<file path="src/rtl/assert_macros.svh">
// ---------------------------------------------------------------------------
// assert_macros.svh
// Concurrent assertion wrappers; define NO_ASSERTIONS to compile them out.
// The using scope must provide clk and rst.
// ---------------------------------------------------------------------------
`ifndef ASSERT_MACROS_SVH
`define ASSERT_MACROS_SVH

`ifndef NO_ASSERTIONS

// Check a condition at every clock edge outside reset.
`define ASSERT_ALWAYS(lbl, cond, msg) \
  lbl: assert property (@(posedge clk) disable iff (rst) (cond)) else $error(msg);

// Check that a trigger in one cycle implies a condition in the next.
`define ASSERT_NEXT(lbl, trig, cond, msg) \
  lbl: assert property (@(posedge clk) disable iff (rst) (trig) |=> (cond)) else $error(msg);

`else

`define ASSERT_ALWAYS(lbl, cond, msg)
`define ASSERT_NEXT(lbl, trig, cond, msg)

`endif

`endif

</file>
<file path="src/rtl/trp_pkg.sv">
// ---------------------------------------------------------------------------
// trp_pkg
// Shared types, character codes and helpers of the terminal reply parser.
// ---------------------------------------------------------------------------
package trp_pkg;

  localparam int MAX_PARAMS_DEF = 2;

  localparam int BYTE_W  = 8;
  localparam int CHAR_W  = 16;
  localparam int VALUE_W = 16;
  localparam int KIND_W  = 2;

  // Raw byte codes
  localparam logic [BYTE_W-1:0] CH_SUB = 8'd26;

  // Decoded character codes
  localparam logic [CHAR_W-1:0] CH_ESC      = 16'd27;
  localparam logic [CHAR_W-1:0] CH_LBRACKET = 16'h005B;
  localparam logic [CHAR_W-1:0] CH_LBRACE   = 16'h007B;
  localparam logic [CHAR_W-1:0] CH_FINAL_R  = 16'h0052;
  localparam logic [CHAR_W-1:0] CH_FINAL_I  = 16'h0069;
  localparam logic [CHAR_W-1:0] CH_SEMI     = 16'h003B;
  localparam logic [CHAR_W-1:0] CH_ZERO     = 16'h0030;
  localparam logic [CHAR_W-1:0] CH_NINE     = 16'h0039;

  localparam logic [VALUE_W-1:0] VALUE_SAT = 16'hFFFF;

  typedef enum logic [KIND_W-1:0] {
    KIND_CHAR   = 2'd0,
    KIND_CURSOR = 2'd1,
    KIND_SIZE   = 2'd2,
    KIND_FAIL   = 2'd3
  } kind_t;

  typedef enum logic [1:0] {
    PH_SCAN   = 2'd0,
    PH_ESC    = 2'd1,
    PH_PARAMS = 2'd2
  } parse_phase_t;

  typedef enum logic [1:0] {
    WIDE_NONE = 2'd0,
    WIDE_LOW  = 2'd1,
    WIDE_HIGH = 2'd2
  } wide_phase_t;

  typedef struct packed {
    logic              valid;
    logic [CHAR_W-1:0] value;
  } char_t;

  typedef struct packed {
    logic               valid;
    kind_t              kind;
    logic [CHAR_W-1:0]  char_value;
    logic [VALUE_W-1:0] value_a;
    logic [VALUE_W-1:0] value_b;
  } result_t;

  // acc * 10 + digit, clamped to the parameter range
  function automatic logic [VALUE_W-1:0] acc_digit(input logic [VALUE_W-1:0] acc,
                                                   input logic [3:0] digit);
    logic [VALUE_W+3:0] wide;
    wide = ({4'd0, acc} << 3) + ({4'd0, acc} << 1) + {{VALUE_W{1'b0}}, digit};
    if (wide > {4'd0, VALUE_SAT}) begin
      acc_digit = VALUE_SAT;
    end else begin
      acc_digit = wide[VALUE_W-1:0];
    end
  endfunction

endpackage

</file>
<file path="src/rtl/terminal_reply_parser_top.sv">
// ---------------------------------------------------------------------------
// terminal_reply_parser_top
// Terminal input byte parser: characters and escape replies to results.
// ---------------------------------------------------------------------------
// Usage:
//   Input stream s_*: one terminal byte per transaction in s_tdata[7:0].
//   Output stream m_*: at most one result per byte; m_tuser carries the kind
//   (pass-through character, cursor report, size report, failure) and
//   m_tdata carries the character and the two report values.
//   Bytes that complete no result (SUB prefix, low byte of a wide char,
//   ESC, introducer, digits, separators) produce no output transaction.
// Path: a byte is registered at the input, decoded by the character
//   assembler and the reply state machine combinationally, and its result
//   is registered at the output, which drives m_tvalid.
// Throughput: one byte per cycle while the output register is not held
//   by a low m_tready with a result pending.
// Stalls: while m_tready is low with a result pending, the input register
//   holds one more byte and then s_tready drops.
// Reset: rst (synchronous) empties both registers and returns the parser to
//   scanning with no wide character pending and parameters cleared.
// ---------------------------------------------------------------------------
`include "assert_macros.svh"

module terminal_reply_parser_top #(
  parameter int MAX_PARAMS = trp_pkg::MAX_PARAMS_DEF
) (
  input  logic        clk,
  input  logic        rst,
  input  logic        s_tvalid,
  output logic        s_tready,
  input  logic [7:0]  s_tdata,   // [7:0] in_byte
  output logic        m_tvalid,
  input  logic        m_tready,
  output logic [47:0] m_tdata,   // [15:0] char_value, [31:16] value_a, [47:32] value_b
  output logic [1:0]  m_tuser    // [1:0] kind
);

  logic                       advance;
  logic                       held_valid;
  logic [trp_pkg::BYTE_W-1:0] held_byte;
  logic                       fire;
  trp_pkg::char_t             char_w;
  trp_pkg::result_t           res;

  logic                        out_valid;
  trp_pkg::kind_t              out_kind;
  logic [trp_pkg::CHAR_W-1:0]  out_char;
  logic [trp_pkg::VALUE_W-1:0] out_a, out_b;

  // the output register is free when empty or being taken
  assign advance = !out_valid || m_tready;
  assign fire    = held_valid && advance;

  trp_in_stage u_in_stage (
    .clk        (clk),
    .rst        (rst),
    .in_valid   (s_tvalid),
    .in_ready   (s_tready),
    .in_byte    (s_tdata),
    .take       (advance),
    .held_valid (held_valid),
    .held_byte  (held_byte)
  );

  trp_wide_char u_wide_char (
    .clk      (clk),
    .rst      (rst),
    .fire     (fire),
    .in_byte  (held_byte),
    .char_out (char_w)
  );

  trp_reply_parser #(
    .MAX_PARAMS (MAX_PARAMS)
  ) u_reply_parser (
    .clk     (clk),
    .rst     (rst),
    .char_in (char_w),
    .result  (res)
  );

  always_ff @(posedge clk) begin
    if (rst) begin
      out_valid <= 1'b0;
    end else if (advance) begin
      out_valid <= res.valid;
    end
  end

  always_ff @(posedge clk) begin
    if (advance && res.valid) begin
      out_kind <= res.kind;
      out_char <= res.char_value;
      out_a    <= res.value_a;
      out_b    <= res.value_b;
    end
  end

  assign m_tvalid = out_valid;
  assign m_tuser  = out_kind;
  assign m_tdata  = {out_b, out_a, out_char};

  `ASSERT_ALWAYS(a_report_no_char, (m_tvalid && m_tuser != trp_pkg::KIND_CHAR) |-> (m_tdata[15:0] == '0), "report or failure carries a character")
  `ASSERT_ALWAYS(a_plain_no_values, (m_tvalid && (m_tuser == trp_pkg::KIND_CHAR || m_tuser == trp_pkg::KIND_FAIL)) |-> (m_tdata[47:16] == '0), "character or failure carries values")
  `ASSERT_NEXT(a_held_byte_kept, held_valid && !advance, held_valid && $stable(held_byte), "input register lost a byte")

endmodule

</file>
<file path="src/rtl/trp_in_stage.sv">
// ---------------------------------------------------------------------------
// trp_in_stage
// Input register: holds one received byte until the parser takes it.
// ---------------------------------------------------------------------------
module trp_in_stage (
  input  logic                       clk,
  input  logic                       rst,
  input  logic                       in_valid,
  output logic                       in_ready,
  input  logic [trp_pkg::BYTE_W-1:0] in_byte,
  input  logic                       take,
  output logic                       held_valid,
  output logic [trp_pkg::BYTE_W-1:0] held_byte
);

  logic                       valid_q;
  logic [trp_pkg::BYTE_W-1:0] byte_q;

  assign in_ready   = !valid_q || take;
  assign held_valid = valid_q;
  assign held_byte  = byte_q;

  always_ff @(posedge clk) begin
    if (rst) begin
      valid_q <= 1'b0;
    end else if (in_ready) begin
      valid_q <= in_valid;
    end
  end

  always_ff @(posedge clk) begin
    if (in_ready && in_valid) begin
      byte_q <= in_byte;
    end
  end

endmodule

</file>
<file path="src/rtl/trp_wide_char.sv">
// ---------------------------------------------------------------------------
// trp_wide_char
// Character assembly: a SUB byte joins the next two bytes, low byte first.
// ---------------------------------------------------------------------------
module trp_wide_char (
  input  logic                       clk,
  input  logic                       rst,
  input  logic                       fire,
  input  logic [trp_pkg::BYTE_W-1:0] in_byte,
  output trp_pkg::char_t             char_out
);

  trp_pkg::wide_phase_t       phase, phase_next;
  logic [trp_pkg::BYTE_W-1:0] low_byte, low_byte_next;

  always_comb begin
    phase_next    = phase;
    low_byte_next = low_byte;
    case (phase)
      trp_pkg::WIDE_LOW: begin
        low_byte_next = in_byte;
        phase_next    = trp_pkg::WIDE_HIGH;
      end
      trp_pkg::WIDE_HIGH: begin
        phase_next = trp_pkg::WIDE_NONE;
      end
      default: begin
        phase_next = (in_byte == trp_pkg::CH_SUB) ? trp_pkg::WIDE_LOW : trp_pkg::WIDE_NONE;
      end
    endcase
  end

  always_comb begin
    case (phase)
      trp_pkg::WIDE_LOW: begin
        char_out.valid = 1'b0;
        char_out.value = '0;
      end
      trp_pkg::WIDE_HIGH: begin
        char_out.valid = fire;
        char_out.value = {in_byte, low_byte};
      end
      default: begin
        char_out.valid = fire && (in_byte != trp_pkg::CH_SUB);
        char_out.value = {{(trp_pkg::CHAR_W-trp_pkg::BYTE_W){1'b0}}, in_byte};
      end
    endcase
  end

  always_ff @(posedge clk) begin
    if (rst) begin
      phase    <= trp_pkg::WIDE_NONE;
      low_byte <= '0;
    end else if (fire) begin
      phase    <= phase_next;
      low_byte <= low_byte_next;
    end
  end

endmodule

</file>
<file path="src/rtl/trp_reply_parser.sv">
// ---------------------------------------------------------------------------
// trp_reply_parser
// Escape reply state machine with decimal parameter accumulators.
// ---------------------------------------------------------------------------
module trp_reply_parser #(
  parameter int MAX_PARAMS = trp_pkg::MAX_PARAMS_DEF
) (
  input  logic             clk,
  input  logic             rst,
  input  trp_pkg::char_t   char_in,
  output trp_pkg::result_t result
);

  localparam int IDX_W = $clog2(MAX_PARAMS + 2);
  localparam logic [IDX_W-1:0] IDX_LAST = IDX_W'(MAX_PARAMS);
  localparam logic [IDX_W-1:0] IDX_SAT  = IDX_W'(MAX_PARAMS + 1);
  localparam logic [IDX_W-1:0] IDX_ONE  = IDX_W'(1);

  trp_pkg::parse_phase_t       phase, phase_next;
  logic                        brace, brace_next;
  logic [trp_pkg::VALUE_W-1:0] p0, p0_next, p1, p1_next;
  logic [IDX_W-1:0]            idx, idx_next, idx_eff;
  logic [trp_pkg::CHAR_W-1:0]  c;
  logic                        is_digit;

  assign c        = char_in.value;
  assign is_digit = (c >= trp_pkg::CH_ZERO) && (c <= trp_pkg::CH_NINE);
  assign idx_eff  = (idx == '0) ? IDX_ONE : idx;

  always_comb begin
    phase_next = phase;
    brace_next = brace;
    p0_next    = p0;
    p1_next    = p1;
    idx_next   = idx;
    case (phase)
      trp_pkg::PH_ESC: begin
        if (c == trp_pkg::CH_LBRACKET || c == trp_pkg::CH_LBRACE) begin
          brace_next = (c == trp_pkg::CH_LBRACE);
          p0_next    = '0;
          p1_next    = '0;
          idx_next   = '0;
          phase_next = trp_pkg::PH_PARAMS;
        end else begin
          phase_next = trp_pkg::PH_SCAN;
        end
      end
      trp_pkg::PH_PARAMS: begin
        if (is_digit) begin
          idx_next = idx_eff;
          // digits past the stored count are dropped
          if (idx_eff <= IDX_LAST) begin
            if (idx_eff == IDX_ONE) begin
              p0_next = trp_pkg::acc_digit(p0, c[3:0]);
            end else begin
              p1_next = trp_pkg::acc_digit(p1, c[3:0]);
            end
          end
        end else if (c == trp_pkg::CH_SEMI) begin
          if (idx < IDX_SAT) begin
            idx_next = idx + IDX_ONE;
          end
        end else begin
          phase_next = trp_pkg::PH_SCAN;
          p0_next    = '0;
          p1_next    = '0;
          idx_next   = '0;
        end
      end
      default: begin
        phase_next = (c == trp_pkg::CH_ESC) ? trp_pkg::PH_ESC : trp_pkg::PH_SCAN;
      end
    endcase
  end

  always_comb begin
    result.valid      = 1'b0;
    result.kind       = trp_pkg::KIND_CHAR;
    result.char_value = '0;
    result.value_a    = '0;
    result.value_b    = '0;
    case (phase)
      trp_pkg::PH_ESC: begin
        if (!(c == trp_pkg::CH_LBRACKET || c == trp_pkg::CH_LBRACE)) begin
          result.valid = char_in.valid;
          result.kind  = trp_pkg::KIND_FAIL;
        end
      end
      trp_pkg::PH_PARAMS: begin
        if (!is_digit && c != trp_pkg::CH_SEMI) begin
          result.valid = char_in.valid;
          if (!brace && c == trp_pkg::CH_FINAL_R) begin
            result.kind    = trp_pkg::KIND_CURSOR;
            result.value_a = p1;
            result.value_b = p0;
          end else if (brace && c == trp_pkg::CH_FINAL_I) begin
            result.kind    = trp_pkg::KIND_SIZE;
            result.value_a = p0;
            result.value_b = p1;
          end else begin
            result.kind = trp_pkg::KIND_FAIL;
          end
        end
      end
      default: begin
        if (c != trp_pkg::CH_ESC) begin
          result.valid      = char_in.valid;
          result.char_value = c;
        end
      end
    endcase
  end

  always_ff @(posedge clk) begin
    if (rst) begin
      phase <= trp_pkg::PH_SCAN;
      brace <= 1'b0;
      p0    <= '0;
      p1    <= '0;
      idx   <= '0;
    end else if (char_in.valid) begin
      phase <= phase_next;
      brace <= brace_next;
      p0    <= p0_next;
      p1    <= p1_next;
      idx   <= idx_next;
    end
  end

endmodule
</file>
<file path="config.mk">
export PLATFORM = sky130hd
export DESIGN_NAME = terminal_reply_parser_top
export DESIGN_NICKNAME = d
export VERILOG_FILES = /design/src/rtl/trp_pkg.sv /design/src/rtl/terminal_reply_parser_top.sv /design/src/rtl/trp_in_stage.sv /design/src/rtl/trp_wide_char.sv /design/src/rtl/trp_reply_parser.sv
export VERILOG_INCLUDE_DIRS = /design/src /design/src/rtl
export SDC_FILE = /design/constraint.sdc
export NUM_CORES = 1
export LEC_CHECK = 0
export BUFFER_PORTS_ARGS = -buffer_cell sky130_fd_sc_hd__buf_4
export CAP_MARGIN = 40
export CORE_MARGIN = 5
export CORE_UTILIZATION = 60
export DETAILED_ROUTE_END_ITERATION = 6
export HOLD_SLACK_MARGIN = 0.06
export PLACE_DENSITY = 0.81
export SLEW_MARGIN = 20
export SYNTH_ARGS = -nofsm -noshare
export SYNTH_HDL_FRONTEND = slang
export SYNTH_SLANG_ARGS = --single-unit
</file>
<file path="constraint.sdc">
create_clock -name clk -period 12.5 [get_ports clk]
set_input_delay 2.5 -clock clk [delete_from_list [all_inputs] [get_ports clk]]
set_output_delay 2.5 -clock clk [all_outputs]
set_load 0.1 [all_outputs]
</file>
==> flow_summary.json <==
{
  "leakage_nw": 3.30,
  "final_net_count": 812,
  "route.detailed.vias_per_inst": 6.27,
  "netlist_top_cells_area": "sky130_fd_sc_hd__edfxtp_1, sky130_fd_sc_hd__dfxtp_1, sky130_fd_sc_hd__ha_1",
  "hold_depth": 2,
  "cts_resized": 0,
  "postSynthNetCount": 758,
  "report.final.setup_viol": 0,
  "worst-slew-pin-transition_ns": 0.813,
  "cts.sink_count": 107,
  "postCtsHoldBufs": 0,
  "clkLatencyLatePin_ns": 0.38,
  "number_of_enable_type_register_cells_in_the_synthesized_netlist": 58,
  "post_route_cells_drive_above_1_share_pct": 14.6,
  "max-clock-path-buffers": 2,
  "core-area_sq_um": 10800,
  "synthesis.instances": 672,
  "synth_top_area_share_pct": 26.2,
  "starting_density_of_the_core_pct": 61.3,
  "rows": 38,
  "min_from": "u_wide_char.phase[1]",
  "number_of_global_route_vias_before_repair": 5038,
  "worstHoldEndpoint": "u_wide_char.phase[1]",
  "arrival_time_at_the_worst_endpoint_ns": 3.04,
  "detail_route.iter0.violations": 408,
  "cts_max_level": 3,
  "setup_tns_ns": 0,
  "place_congestion": 0.930,
  "cts_root_buffer": "sky130_fd_sc_hd__clkbuf_8",
  "boundaryPins": 64,
  "synth_flop_cell": "sky130_fd_sc_hd__edfxtp_1",
  "syn_avg_cell_area_sq_um": 9.89,
  "cts_tree": "built",
  "r2r_setup_slack_ns": 7.43,
  "ir_drop_mv": 0.0671,
  "die_height_um": 115,
  "ys_seq_area_share_pct": 41.0,
  "detailroute.via_count": 5458,
  "crit_type": "in -> out",
  "worst-r2r-cell-count": 13,
  "synth-async-reset-ratio_pct": 0,
  "timing.final.crit_share_pct": 44.3,
  "postRouteAntennaNets": 0,
  "place_ws_ns": 6.96,
  "timing_max_transition_violations_final": 0,
  "min_path_type": "reg -> reg",
  "worst_r2r_startpoint": "u_wide_char.phase[0]",
  "post_cts_repair_setup_buffers": 0,
  "port-buffer-count": 63,
  "post-synth-top-area-cell": "sky130_fd_sc_hd__edfxtp_1",
  "grt_overflow_total": 0,
  "fin_skew_ns": 0.0136,
  "run_status": "complete, no violations",
  "floorplan.die.width_um": 115,
  "synth.cell_area_sq_um": 6650,
  "post-route-drc-count": 0,
  "worst_setup_path_end_kind": "output pin",
  "tritoncts.num_buffers": 9,
  "timing.rr.end": "u_reply_parser.p1[4]",
  "ys_seq_elements": 107,
  "grt_pass1_wl_mm": 24.1,
  "critical_path_required_ns": 10.00,
  "timing.max_cap.violations": 0,
  "timing.critical_path.fanout_max": 3,
  "critPathLaunchType": "input port",
  "period_needed_ns": 5.54,
  "detailedRoute.firstPassIterationCount": 5,
  "detail_route.wl_per_cell_um": 17.0,
  "grt_antenna_before_repair": 0,
  "flow.area_growth_from_synthesis_pct": 11.3,
  "hpwlAfterDp_mm": 11.5,
  "grt_setup_unrepaired": "no",
  "total_die_area_sq_um": 13300,
  "clk_transition_reported_paths_ns": 0.10,
  "grt_max_degree": 51,
  "maxClockFrequency_mhz": 180,
  "mostFrequentLayoutCell": "sky130_fd_sc_hd__nor2_1",
  "worst_slew_margin_rel_pct": 45.6,
  "track_usage_pct": 22.5,
  "number_of_endpoints_with_negative_hold_slack_in_the_final_report": 0,
  "num_antenna_cells": 0,
  "synth.yosys.warnings": 0,
  "pwr_density_cell_nw_per_um2": 89.9,
  "layout.cells.most_common_list": "sky130_fd_sc_hd__nor2_1, sky130_fd_sc_hd__ha_1, sky130_fd_sc_hd__buf_4, sky130_fd_sc_hd__a22oi_1, sky130_fd_sc_hd__nand2_1",
  "setup_ws_ns": 6.96,
  "ys_types": 71,
  "final_wirelength_mm": 14.8
}
-- how the worst max path moves through the flow --
stage,from,to
4_1_cts,m_tready,s_tready
3_5_place_dp,m_tready,s_tready
3_3_place_gp,m_tready,s_tready
2_1_floorplan,m_tready,s_tready
6_report,m_tready,s_tready
5_1_grt,m_tready,s_tready
-- cell type report --
class / instances / area (sq um)
timing repair buffer: 69 / 518
clock buffer: 10 / 128
sequential: 107 / 2720
inverter: 20 / 75.1
tap: 140 / 175
multi-input combinational: 519 / 3730
clock inverter: 6 / 50.0
fill: 827 / 3450
-- critical path: stages --
cell                       delay, ns
sky130_fd_sc_hd__buf_4          0.11
sky130_fd_sc_hd__nand3b_1       0.18
sky130_fd_sc_hd__buf_4          0.25
-- where the power goes --
group          total [W]  switching (W)  internal, W  leakage (nW)
Clock           0.000194       0.000119    0.0000750        0.0888
Combinational  0.0000870      0.0000707    0.0000163          2.27
Sequential      0.000384     0.00000478     0.000379         0.935
Total           0.000665       0.000194     0.000470          3.30
-- state kept, by name, indices dropped and copies added, names as in the netlist --
name                   count
m_tvalid                   1
u_reply_parser.brace       1
u_wide_char.low_byte       8
out_char                  16
u_reply_parser.p0         16
u_in_stage.held_byte       8
out_a                     16
u_reply_parser.idx         2
u_reply_parser.p1         16
u_in_stage.held_valid      1
m_tuser                    2
out_b                     16
u_reply_parser.phase       2
u_wide_char.phase          2
-- synth_stat cells (6+ instances only) --
cell type	n
sky130_fd_sc_hd__a211oi_1	9
sky130_fd_sc_hd__a21o_1	11
sky130_fd_sc_hd__a21oi_1	40
sky130_fd_sc_hd__a22oi_1	65
sky130_fd_sc_hd__a31oi_1	7
sky130_fd_sc_hd__and2_1	10
sky130_fd_sc_hd__clkbuf_1	17
sky130_fd_sc_hd__dfxtp_1	49
sky130_fd_sc_hd__edfxtp_1	58
sky130_fd_sc_hd__ha_1	70
sky130_fd_sc_hd__inv_1	20
sky130_fd_sc_hd__mux2i_1	8
sky130_fd_sc_hd__nand2_1	61
sky130_fd_sc_hd__nand3_1	8
sky130_fd_sc_hd__nand3b_1	10
sky130_fd_sc_hd__nor2_1	71
sky130_fd_sc_hd__o21a_1	6
sky130_fd_sc_hd__o21ai_0	22
sky130_fd_sc_hd__or3_1	8
sky130_fd_sc_hd__xnor2_1	13
sky130_fd_sc_hd__xor2_1	10
-- cells by family (layout without fill, tap and decap cells) --
logic type	after synthesis	count (layout)	synth area share (%)
flops	107	107	41.0
fa+ha+maj	74	74	14.4
simple gates	210	210	15.8
mux	10	10	1.54
compound gates	202	202	21.1
xor+xnor	23	23	3.03
buf+inv	46	105	3.26
-- routing by layer --
metal  track usage (%)  share of wire (%)  wire length [um]
met1              33.2                 46              6780
met2              34.1                 44              6580
met3              4.21                8.5              1260
met4              6.26                1.2               184
met5                 0                  0                 0
-- per-stage QoR --
step	hold WS, ns	std cells	total power (W)	utilization (%)	instance area, sq um
2_1_floorplan	0.449	672	0.000459	-	6650
6_report	0.485	871	0.000665	68.2	7390
3_3_place_gp	0.461	852	0.000477	66.3	7190
3_5_place_dp	0.470	855	0.000479	66.6	7220
4_1_cts	0.485	871	0.000667	68.2	7390
5_1_grt	0.515	871	0.000688	68.2	7390
(Power assumes the default switching activity.)
